## config.mk

```make
export PLATFORM = sky130hd
export DESIGN_NAME = clip_rect_stack
export DESIGN_NICKNAME = d
export VERILOG_FILES = /design/src/hdl/cliprs_pkg.sv /design/src/hdl/cliprs_ctrl.sv /design/src/hdl/cliprs_dp.sv /design/src/hdl/clip_rect_stack.sv
export SDC_FILE = /design/constraint.sdc
export NUM_CORES = 2
export LEC_CHECK = 0
export BUFFER_PORTS_ARGS = -buffer_cell sky130_fd_sc_hd__buf_2
export CELL_PAD_IN_SITES_DETAIL_PLACEMENT = 1
export CELL_PAD_IN_SITES_GLOBAL_PLACEMENT = 1
export CORE_ASPECT_RATIO = 0.7
export CORE_MARGIN = 2
export CORE_UTILIZATION = 45
export DETAILED_ROUTE_END_ITERATION = 12
export GPL_ROUTABILITY_DRIVEN = 0
export HOLD_SLACK_MARGIN = 0.06
export PLACE_DENSITY_LB_ADDON = 0.05
export SLEW_MARGIN = 10
export SYNTH_ARGS = -nofsm -noshare
export SYNTH_HDL_FRONTEND = slang
export SYNTH_SLANG_ARGS = --single-unit
```

## constraint.sdc

```tcl
create_clock -name clk -period 12.7 [get_ports clk]
set_input_delay 0.635 -clock clk [delete_from_list [all_inputs] [get_ports clk]]
set_output_delay 0.635 -clock clk [all_outputs]
set_load 0.1 [all_outputs]
```

## src/hdl/cliprs_pkg.sv

```systemverilog
// ----------------------------------------------------------------------------
// cliprs_pkg
// Shared types, constants and the rectangle trim function of the clip stack.
// ----------------------------------------------------------------------------
package cliprs_pkg;

  localparam int CoordW = 16;
  localparam int WinW   = 15;
  localparam int CfgIdxW = 1;
  // wide enough that no step of the trim can wrap
  localparam int TrimW  = 22;

  localparam logic CMD_PUSH = 1'b0;
  localparam logic CMD_POP  = 1'b1;

  localparam logic [CfgIdxW-1:0] CFG_WINDOW_WIDTH  = 1'b0;
  localparam logic [CfgIdxW-1:0] CFG_WINDOW_HEIGHT = 1'b1;

  localparam logic [WinW-1:0] WINDOW_WIDTH_RST  = 15'd768;
  localparam logic [WinW-1:0] WINDOW_HEIGHT_RST = 15'd432;

  typedef struct packed {
    logic signed [CoordW-1:0] x;
    logic signed [CoordW-1:0] y;
    logic signed [CoordW-1:0] w;
    logic signed [CoordW-1:0] h;
  } clip_t;

  typedef enum logic {
    ST_IDLE,
    ST_COMMIT
  } state_t;

  typedef struct packed {
    logic latch;
    logic commit;
  } ctl_cmd_t;

  // trim a rectangle to a clip; the result always fits in 16 signed bits
  function automatic clip_t trim_clip(clip_t r, clip_t c);
    logic signed [TrimW-1:0] rx;
    logic signed [TrimW-1:0] ry;
    logic signed [TrimW-1:0] rw;
    logic signed [TrimW-1:0] rh;
    logic signed [TrimW-1:0] cx;
    logic signed [TrimW-1:0] cy;
    logic signed [TrimW-1:0] cw;
    logic signed [TrimW-1:0] ch;
    logic signed [TrimW-1:0] d;
    clip_t t;
    rx = TrimW'(r.x);
    ry = TrimW'(r.y);
    rw = TrimW'(r.w);
    rh = TrimW'(r.h);
    cx = TrimW'(c.x);
    cy = TrimW'(c.y);
    cw = TrimW'(c.w);
    ch = TrimW'(c.h);
    d = rx - cx;
    if (d < 0) begin
      rw = rw + d;
      rx = cx;
    end
    d = ry - cy;
    if (d < 0) begin
      rh = rh + d;
      ry = cy;
    end
    d = (rx + rw) - (cx + cw);
    if (d > 0) begin
      rw = rw - d;
    end
    d = (ry + rh) - (cy + ch);
    if (d > 0) begin
      rh = rh - d;
    end
    if (rw < 0) begin
      rw = '0;
    end
    if (rh < 0) begin
      rh = '0;
    end
    t.x = rx[CoordW-1:0];
    t.y = ry[CoordW-1:0];
    t.w = rw[CoordW-1:0];
    t.h = rh[CoordW-1:0];
    return t;
  endfunction

endpackage

```

## src/hdl/cliprs_ctrl.sv

```systemverilog
// ----------------------------------------------------------------------------
// cliprs_ctrl
// Request sequencing: takes one request, then commits it once the output
// register is free to take the result.
// ----------------------------------------------------------------------------
module cliprs_ctrl (
  input  logic                clk,
  input  logic                rst,
  input  logic                in_valid,
  output logic                in_stall,
  output logic                out_valid,
  input  logic                out_stall,
  output cliprs_pkg::ctl_cmd_t ctl
);
  import cliprs_pkg::*;

  state_t state;
  state_t state_next;
  logic   out_free;

  assign out_free = !out_valid || !out_stall;

  always_ff @(posedge clk) begin
    if (rst) begin
      state <= ST_IDLE;
    end else begin
      state <= state_next;
    end
  end

  always_comb begin
    state_next = state;
    unique case (state)
      ST_IDLE: begin
        if (in_valid) begin
          state_next = ST_COMMIT;
        end
      end
      ST_COMMIT: begin
        if (out_free) begin
          state_next = ST_IDLE;
        end
      end
      default: state_next = ST_IDLE;
    endcase
  end

  always_comb begin
    in_stall   = 1'b1;
    ctl.latch  = 1'b0;
    ctl.commit = 1'b0;
    unique case (state)
      ST_IDLE: begin
        in_stall  = 1'b0;
        ctl.latch = in_valid;
      end
      ST_COMMIT: begin
        ctl.commit = out_free;
      end
      default: begin
        in_stall = 1'b1;
      end
    endcase
  end

  always_ff @(posedge clk) begin
    if (rst) begin
      out_valid <= 1'b0;
    end else if (ctl.commit) begin
      out_valid <= 1'b1;
    end else if (!out_stall) begin
      out_valid <= 1'b0;
    end
  end

endmodule

```

## src/hdl/cliprs_dp.sv

```systemverilog
// ----------------------------------------------------------------------------
// cliprs_dp
// Datapath: request registers, trim logic, clip stack memory, current clip,
// window registers and the result register.
// ----------------------------------------------------------------------------
module cliprs_dp #(
  parameter int STACK_DEPTH = 16
) (
  input  logic                                   clk,
  input  logic                                   rst,
  input  cliprs_pkg::ctl_cmd_t                   ctl,
  input  logic                                   cmd,
  input  logic signed [cliprs_pkg::CoordW-1:0]   rect_x,
  input  logic signed [cliprs_pkg::CoordW-1:0]   rect_y,
  input  logic signed [cliprs_pkg::CoordW-1:0]   rect_w,
  input  logic signed [cliprs_pkg::CoordW-1:0]   rect_h,
  input  logic                                   no_intersect,
  input  logic                                   cfg_we,
  input  logic [cliprs_pkg::CfgIdxW-1:0]         cfg_index,
  input  logic [cliprs_pkg::WinW-1:0]            cfg_data,
  output logic signed [cliprs_pkg::CoordW-1:0]   clip_x,
  output logic signed [cliprs_pkg::CoordW-1:0]   clip_y,
  output logic signed [cliprs_pkg::CoordW-1:0]   clip_w,
  output logic signed [cliprs_pkg::CoordW-1:0]   clip_h,
  output logic                                   clip_on,
  output logic                                   overflow
);
  import cliprs_pkg::*;

  localparam int AddrW  = (STACK_DEPTH > 1) ? $clog2(STACK_DEPTH) : 1;
  localparam int DepthW = $clog2(STACK_DEPTH + 1);
  localparam logic [DepthW-1:0] DepthFull = DepthW'(STACK_DEPTH);
  localparam logic [DepthW-1:0] DepthOne  = DepthW'(1);
  localparam logic [DepthW-1:0] DepthTwo  = DepthW'(2);

  clip_t mem [STACK_DEPTH];
  clip_t rd_data;
  logic [AddrW-1:0] rd_addr;

  logic        req_cmd;
  clip_t       req_rect;
  logic        req_no_intersect;

  logic [DepthW-1:0] depth;
  logic [DepthW-1:0] depth_next;
  clip_t             cur;
  clip_t             cur_next;
  clip_t             push_rect;
  clip_t             window_clip;
  logic [WinW-1:0]   win_w;
  logic [WinW-1:0]   win_h;
  logic              full;
  logic              push_ok;
  logic              ovf_next;

  always_ff @(posedge clk) begin
    if (ctl.latch) begin
      req_cmd          <= cmd;
      req_rect.x       <= rect_x;
      req_rect.y       <= rect_y;
      req_rect.w       <= rect_w;
      req_rect.h       <= rect_h;
      req_no_intersect <= no_intersect;
    end
  end

  always_ff @(posedge clk) begin
    if (rst) begin
      win_w <= WINDOW_WIDTH_RST;
      win_h <= WINDOW_HEIGHT_RST;
    end else if (cfg_we) begin
      unique case (cfg_index)
        CFG_WINDOW_WIDTH:  win_w <= cfg_data;
        CFG_WINDOW_HEIGHT: win_h <= cfg_data;
        default: ;
      endcase
    end
  end

  assign window_clip.x = '0;
  assign window_clip.y = '0;
  assign window_clip.w = {1'b0, win_w};
  assign window_clip.h = {1'b0, win_h};

  // entry below the top, read ahead through the registered read so a pop finds it ready
  assign rd_addr = AddrW'(depth - DepthTwo);

  always_ff @(posedge clk) begin
    rd_data <= mem[rd_addr];
    if (ctl.commit && push_ok) begin
      mem[depth[AddrW-1:0]] <= push_rect;
    end
  end

  assign full    = (depth == DepthFull);
  assign push_ok = (req_cmd == CMD_PUSH) && !full;

  always_comb begin
    if (depth != '0 && !req_no_intersect) begin
      push_rect = trim_clip(req_rect, cur);
    end else begin
      push_rect = req_rect;
    end
  end

  always_comb begin
    depth_next = depth;
    cur_next   = cur;
    ovf_next   = 1'b0;
    if (req_cmd == CMD_PUSH) begin
      if (full) begin
        ovf_next = 1'b1;
      end else begin
        depth_next = depth + DepthOne;
        cur_next   = push_rect;
      end
    end else if (depth != '0) begin
      depth_next = depth - DepthOne;
      if (depth == DepthOne) begin
        cur_next = window_clip;
      end else begin
        cur_next = rd_data;
      end
    end
  end

  always_ff @(posedge clk) begin
    if (rst) begin
      depth   <= '0;
      cur.x   <= '0;
      cur.y   <= '0;
      cur.w   <= {1'b0, WINDOW_WIDTH_RST};
      cur.h   <= {1'b0, WINDOW_HEIGHT_RST};
    end else if (ctl.commit) begin
      depth <= depth_next;
      cur   <= cur_next;
    end
  end

  always_ff @(posedge clk) begin
    if (ctl.commit) begin
      clip_x   <= cur_next.x;
      clip_y   <= cur_next.y;
      clip_w   <= cur_next.w;
      clip_h   <= cur_next.h;
      clip_on  <= (depth_next != '0);
      overflow <= ovf_next;
    end
  end

endmodule

```

## src/hdl/clip_rect_stack.sv

```systemverilog
// a request is latched into the request registers, then its result is
// registered once the output register is free; output stall holds it
// a new request is taken only after the last one commits, which also gives
// the stack memory's registered read its time
// reset: stack empty, clip is the full window with clipping off,
// window registers 768 by 432; stack memory contents are not cleared
// ----------------------------------------------------------------------------
// clip_rect_stack
// Clip stack: a push trims unless empty or no_intersect; a pop restores.
// ----------------------------------------------------------------------------
module clip_rect_stack #(
  parameter int STACK_DEPTH = 16
) (
  input  logic                                 clk,
  input  logic                                 rst,
  input  logic                                 in_valid,
  output logic                                 in_stall,
  input  logic                                 cmd,
  input  logic signed [cliprs_pkg::CoordW-1:0] rect_x,
  input  logic signed [cliprs_pkg::CoordW-1:0] rect_y,
  input  logic signed [cliprs_pkg::CoordW-1:0] rect_w,
  input  logic signed [cliprs_pkg::CoordW-1:0] rect_h,
  input  logic                                 no_intersect,
  output logic                                 out_valid,
  input  logic                                 out_stall,
  output logic signed [cliprs_pkg::CoordW-1:0] clip_x,
  output logic signed [cliprs_pkg::CoordW-1:0] clip_y,
  output logic signed [cliprs_pkg::CoordW-1:0] clip_w,
  output logic signed [cliprs_pkg::CoordW-1:0] clip_h,
  output logic                                 clip_on,
  output logic                                 overflow,
  input  logic                                 cfg_we,
  input  logic [cliprs_pkg::CfgIdxW-1:0]       cfg_index,
  input  logic [cliprs_pkg::WinW-1:0]          cfg_data
);
  import cliprs_pkg::*;

  ctl_cmd_t ctl;

  cliprs_ctrl u_ctrl (
    .clk       (clk),
    .rst       (rst),
    .in_valid  (in_valid),
    .in_stall  (in_stall),
    .out_valid (out_valid),
    .out_stall (out_stall),
    .ctl       (ctl)
  );

  cliprs_dp #(
    .STACK_DEPTH (STACK_DEPTH)
  ) u_dp (
    .clk          (clk),
    .rst          (rst),
    .ctl          (ctl),
    .cmd          (cmd),
    .rect_x       (rect_x),
    .rect_y       (rect_y),
    .rect_w       (rect_w),
    .rect_h       (rect_h),
    .no_intersect (no_intersect),
    .cfg_we       (cfg_we),
    .cfg_index    (cfg_index),
    .cfg_data     (cfg_data),
    .clip_x       (clip_x),
    .clip_y       (clip_y),
    .clip_w       (clip_w),
    .clip_h       (clip_h),
    .clip_on      (clip_on),
    .overflow     (overflow)
  );

endmodule

```

-- Word level (Yosys, flattened, before mapping)
Memory sizes are Yosys's and may differ from the RTL's. A register that Yosys moved wholly into a read port is not among the register bits.
Cells that the tools add are included.
- equality and inequality tests: 3
- reductions and logical operators: 12
- add/sub/neg operators: 15
- bitwise gates (word level): 3
- order comparisons: 6
- muxes and demuxes: 33
- operator list (cell ; count):
    64-bit two-way mux ; 5
    22-bit two-way mux ; 12
    22-bit adder ; 2
    22-bit by 1-bit > comparator with 1-bit output (second input constant) ; 2
    22-bit by 1-bit less-than comparator with 1-bit output (second input constant) ; 2
    22-bit by 17-bit subtractor with 22-bit output ; 2
    22-bit subtractor ; 2
    16-bit by 17-bit adder with 18-bit output ; 2
    16-bit by 16-bit adder with 17-bit output ; 2
    17-bit by 1-bit less-than comparator with 1-bit output (second input constant) ; 2
    16-bit by 16-bit subtractor with 17-bit output ; 2
    16-bit two-way mux ; 2
    5-bit two-way mux ; 3
    1-bit two-way mux ; 10
    5-bit nonzero test ; 2
    5-bit by 1-bit adder with 5-bit output (second input constant) ; 1
    5-bit by 1-bit equality test with 1-bit output (second input constant) ; 1
    5-bit equality test (second input constant) ; 1
    5-bit by 1-bit subtractor with 5-bit output (second input constant) ; 1
    1-bit zero test ; 4
    2-bit AND reduction ; 2
    4-bit by 2-bit subtractor with 4-bit output (second input constant) ; 1
    1-bit logical AND ; 3
    1-bit NOT ; 3
    3 further kinds ; 3
- logic and storage cells: 94
- register bits after elaboration: 233
- input port bits: 87
- memories: 1
- memory bits (writable): 1024
- memory list (name ; words ; width ; rd ports ; clocked after memory_dff ; wr ports ; line ; source):
    u_dp.mem ; 16 ; 64 ; 1 ; 1 ; 1 ; cliprs_dp.sv:36 ; clip_t mem [STACK_DEPTH];

-- Logic depth before layout (Yosys ltp)
- word-level depth: 14
- depth in mapped cells: 51

-- By module
From an unflattened synthesis, not the netlist that was laid out.
- cells, all modules: 3794
- area, all modules: 59502.1 um^2
- modules (own cells, without submodules) (module ; cells an instance ; area each (um^2) ; instances ; seq. area each (um^2)):
    cliprs_dp ; 3785 ; 59409.5 ; 1 ; 37976.4
    cliprs_ctrl ; 9 ; 92.6 ; 1 ; 40.0

-- Worst setup path before layout
No wires, ideal clock.
- path type: reg-to-reg
- start point: register u_dp.cur[33] (netlist bit)
- end point: memory u_dp.mem[0][11] (netlist bit), data pin
- data arrival time: 9324 ps
- cell stages (with the launch flop): 51
- period minus slack after synthesis: 9665 ps
- slack: 3035 ps
- setup time: 341 ps
- cells stage by stage: dfxtp_1 > inv_1 > ha_1 > nor2b_1 > o21ai_0 > a21boi_0 > o21ai_0 > a21boi_0 > o21ai_0 > a21boi_0 > o21ai_0 > nand2_1 > xor2_1 > ha_1 > clkbuf_1 > a21o_1 > a21oi_1 > o31ai_1 > (+15 left out) > and3_1 > nand3_1 > nor3_1 > inv_1 > a221oi_1 > o22ai_1 > ha_1 > and4_1 > a21oi_1 > nand2_1 > nor2_1 > o31ai_1 > o21a_1 > o31a_1 > or2_1 > buf_6 > buf_2 > o31ai_1
- RTL lines (item ; line ; source):
    from (decl) ; cliprs_dp.sv:46 ; clip_t cur;
    from (signal assigned) ; cliprs_dp.sv:136 ; cur <= cur_next;
    to (decl) ; cliprs_dp.sv:36 ;

==> results.sh <==
export IMPL_crit_fanout=23
export IMPL_die_h_um=311
export IMPL_drcViolationCount=0
export IMPL_io_buffers=154
export IMPL_num_rows=112
export IMPL_drive_above_1_share=0.194
export IMPL_synth_area_top_cells="edfxtp_1 (57%), mux4_2 (12%), dfxtp_1 (5.4%)"
export IMPL_synth_most_common_cell="edfxtp_1"
export IMPL_grt_pass1_vias=37700
export IMPL_post_cts_buffers=0
export IMPL_firstDrtPassIters=9
export IMPL_async_flop_share=0
export IMPL_finalWirelength_um=188000
export IMPL_p_int_w=0.0106
export IMPL_final_util=0.517
export IMPL_fmax_ghz=0.0901
export IMPL_hold_path_class="input pin to flip-flop"
export IMPL_clock_skew_ns=0.0322
export IMPL_whs_endpoint="u_dp.req_rect[32]$_DFFE_PP_"
export IMPL_io_pins=155
export IMPL_drv_slew=0
export IMPL_crit_type="flip-flop to flip-flop"
export IMPL_grt_pass1_wl_um=272000
export IMPL_setup_tns_ns=0
export IMPL_setup_viol=0
export IMPL_synth_top_cell_area_share=0.571
export IMPL_clkLatencyLatePin_ns=0.78
export IMPL_p_leak_nw=24.0
export IMPL_cpPeakStageDelay_ns=0.94
export IMPL_cts_resized=0
export IMPL_crit_required_ns=13.10
export IMPL_yosysUniqueCellTypes=108
export IMPL_power_density_nw_per_um2=258
export IMPL_cts_root_buffer="clkbuf_16"
export IMPL_routed_via_density=5.99
export IMPL_initial_utilization=0.455
export IMPL_track_usage=0.273
export IMPL_seq_area_frac_synth=0.626
export IMPL_core_area_um2=134000
export IMPL_start_kind="flip-flop"
export IMPL_area_delta_synth_final_pct=13.8
export IMPL_drv_cap=0
export IMPL_clock_sinks=1321
export IMPL_gr_total_overflow=0
export IMPL_p_sw_w=0.00722
export IMPL_antenna_found_initial=1
export IMPL_ctsHoldBuffers=65
export IMPL_ant_nets=0
export IMPL_ys_top_cells_by_count="edfxtp_1 (1156), nand2_1 (331), mux4_2 (320)"
export IMPL_cp_slowest_cell="o31ai_2"
export IMPL_min_from="rect_y[0]"
export IMPL_worstPathArrival_ns=11.50
export IMPL_vias=37100
export IMPL_h_tree_depth=4
export IMPL_swShare=0.406
export IMPL_clk_path_buf_depth=3
export IMPL_synth_edf_count=1156
export IMPL_rsz0062_at_grt="false"
export IMPL_ys_flop_type="edfxtp_1"
export IMPL_tritoncts="yes"
export IMPL_yosys_area_top_type="edfxtp_1"
export IMPL_grt_max_degree=147
export IMPL_synth_cells=4054
export IMPL_yosysWarnings=0
export IMPL_reg2reg_slack_ns=1.60
export IMPL_worst_pin_slew_ns=1.15
export IMPL_n_fill_cell=12700
export IMPL_worstReg2RegEnd="u_dp.mem[15][11]$_DFFE_PP_"
export IMPL_ir_drop_v=0.000250
export IMPL_path_clk_slew_ns=0.06
export IMPL_ys_ff_latch=1321
export IMPL_clockPowerShare=0.230
export IMPL_slew_headroom=0.230
export IMPL_end_kind="flip-flop"
export IMPL_final_period_utilization=0.874
export IMPL_reg2reg_depth=41
export IMPL_cts_made_buffers=131
export IMPL_holdWs_ns=0.143
export IMPL_die_x_um=443
export IMPL_drt_iter0_drc=3581
export IMPL_min_path_cells=1
export IMPL_status="finished clean"
export IMPL_syn_area_um2=60700
export IMPL_p_seq_frac=0.298
export IMPL_avgSynthCellArea_um2=15.0
export IMPL_wl_per_cell_um=30.4
export IMPL_final_nets=4633
export IMPL_path_common_cell="o21ai_0"
export IMPL_r2r_start="u_dp.cur[33]$_SDFFE_PP0P_"
export IMPL_synth_nets=4374
export IMPL_combPwrFrac=0.472
export IMPL_period_needed_ns=11.10
export IMPL_dp_hpwl_um=120000
export IMPL_hold_viol=0
export IMPL_die_area_um2=138000
-- worst max-delay path, delay by kind of cell, from the launching register on --
family                   cells  cell delay, ns
AO/OA/AOI/OAI               21            5.76
adder cells (fa/ha/maj)      6            2.55
AND/OR/NAND/NOR             11            1.57
flip-flops                   1            0.45
buffers and inverters        3            0.40
-- placed cells by master, fill, tap and decap left out, types with 36 or more instances in the layout --
cell type / netlist / final
a211oi_1: 45 / 45
a21o_1: 66 / 65
a21oi_1: 231 / 231
buf_2: 3 / 153
buf_4: 2 / 89
clkbuf_1: 149 / 37
clkbuf_16: 0 / 135
dfxtp_1: 165 / 163
dlygate4sd3_1: 0 / 65
edfxtp_1: 1156 / 1156
fa_1: 74 / 74
ha_1: 159 / 158
inv_1: 256 / 255
mux4_2: 320 / 320
nand2_1: 331 / 330
nor2_1: 226 / 210
nor3_1: 45 / 41
o21ai_0: 150 / 136
xnor2_1: 68 / 68
xor2_1: 37 / 36
-- worst max-delay path by stage --
stage | to | slack, ns | cells past startpoint | from
after floorplan | u_dp.mem[0][11]$_DFFE_PP_ | 3.04 | 50 | u_dp.cur[33]$_SDFFE_PP0P_
after global placement | u_dp.mem[8][11]$_DFFE_PP_ | 2.02 | 41 | u_dp.cur[33]$_SDFFE_PP0P_
after detailed placement | u_dp.mem[0][11]$_DFFE_PP_ | 1.75 | 41 | u_dp.cur[33]$_SDFFE_PP0P_
after CTS | u_dp.mem[6][11]$_DFFE_PP_ | 1.66 | 41 | u_dp.cur[33]$_SDFFE_PP0P_
after global routing | u_dp.mem[8][11]$_DFFE_PP_ | 0.66 | 41 | u_dp.cur[33]$_SDFFE_PP0P_
final | u_dp.mem[15][11]$_DFFE_PP_ | 1.60 | 41 | u_dp.cur[33]$_SDFFE_PP0P_
-- layout make-up --
type	instances	area [µm²]	area share
Sequential cell	1321	38000	0.550
Multi-Input combinational cell	2291	21300	0.308
Clock buffer	183	3670	0.0531
Tap cell	1767	2210	0.0320
Timing Repair Buffer	309	2120	0.0307
Inverter	259	982	0.0142
Clock inverter	56	806	0.0117
Antenna cell	1	2.50	0.0000362
-- power by group through the flow --
stage,sequential (W),combinational [W],clock [W]
4_1_cts,0.00531,0.00830,0.00417
6_report,0.00531,0.00840,0.00409
3_3_place_gp,0.00540,0.00817,0
5_1_grt,0.00532,0.00916,0.00432
2_1_floorplan,0.00549,0.00579,0
3_5_place_dp,0.00540,0.00823,0
-- flip-flops by register name, summed over array words and instances (netlist names) --
| name | cells |
|---|---|
| u_ctrl.out_valid | 1 |
| u_ctrl.state | 1 |
| u_dp.clip_h | 16 |
| u_dp.clip_on | 1 |
| u_dp.clip_w | 16 |
| u_dp.clip_x | 16 |
| u_dp.clip_y | 16 |
| u_dp.cur | 64 |
| u_dp.depth | 5 |
| u_dp.mem | 1024 |
| u_dp.overflow | 1 |
| u_dp.rd_data | 64 |
| u_dp.req_cmd | 1 |
| u_dp.req_no_intersect | 1 |
| u_dp.req_rect | 64 |
| u_dp.win_h | 15 |
| u_dp.win_w | 15 |
-- kinds of logic (layout without fill, tap and decap cells) --
| kind of cell | count (synthesis) | count (layout) | share of synthesized area |
|---|---|---|---|
| other | 0 | 1 | 0 |
| buffers and inverters | 442 | 807 | 0.0280 |
| DFF | 1321 | 1321 | 0.626 |
| and+or+nand+nor | 807 | 807 | 0.0601 |
| xor gates and xnor gates | 107 | 107 | 0.0159 |
| AOI/OAI and AO/OA | 785 | 785 | 0.0878 |
| muxes | 356 | 356 | 0.125 |
| adders and majority gates | 236 | 236 | 0.0577 |
-- per-stage QoR --
step | instance area [µm²] | cells | setup slack, ns | total power (W)
global placement | 64000 | 5882 | 2.02 | 0.0136
global route | 69100 | 6186 | 0.656 | 0.0188
CTS | 69100 | 6186 | 1.66 | 0.0178
detailed placement | 64000 | 5882 | 1.75 | 0.0136
finish | 69100 | 6187 | 1.60 | 0.0178
floorplan | 60700 | 4054 | 3.04 | 0.0113
-- metal layers --
layer | vias up | GRT usage | routed length (µm)
met1 | 19600 | 0.392 | 84100
met2 | 1141 | 0.439 | 89700
met5 | - | 0 | 0
li1 | 16200 | - | -
met3 | 181 | 0.0352 | 9980
met4 | 0 | 0.0733 | 4310
(Power assumes the default switching activity.)
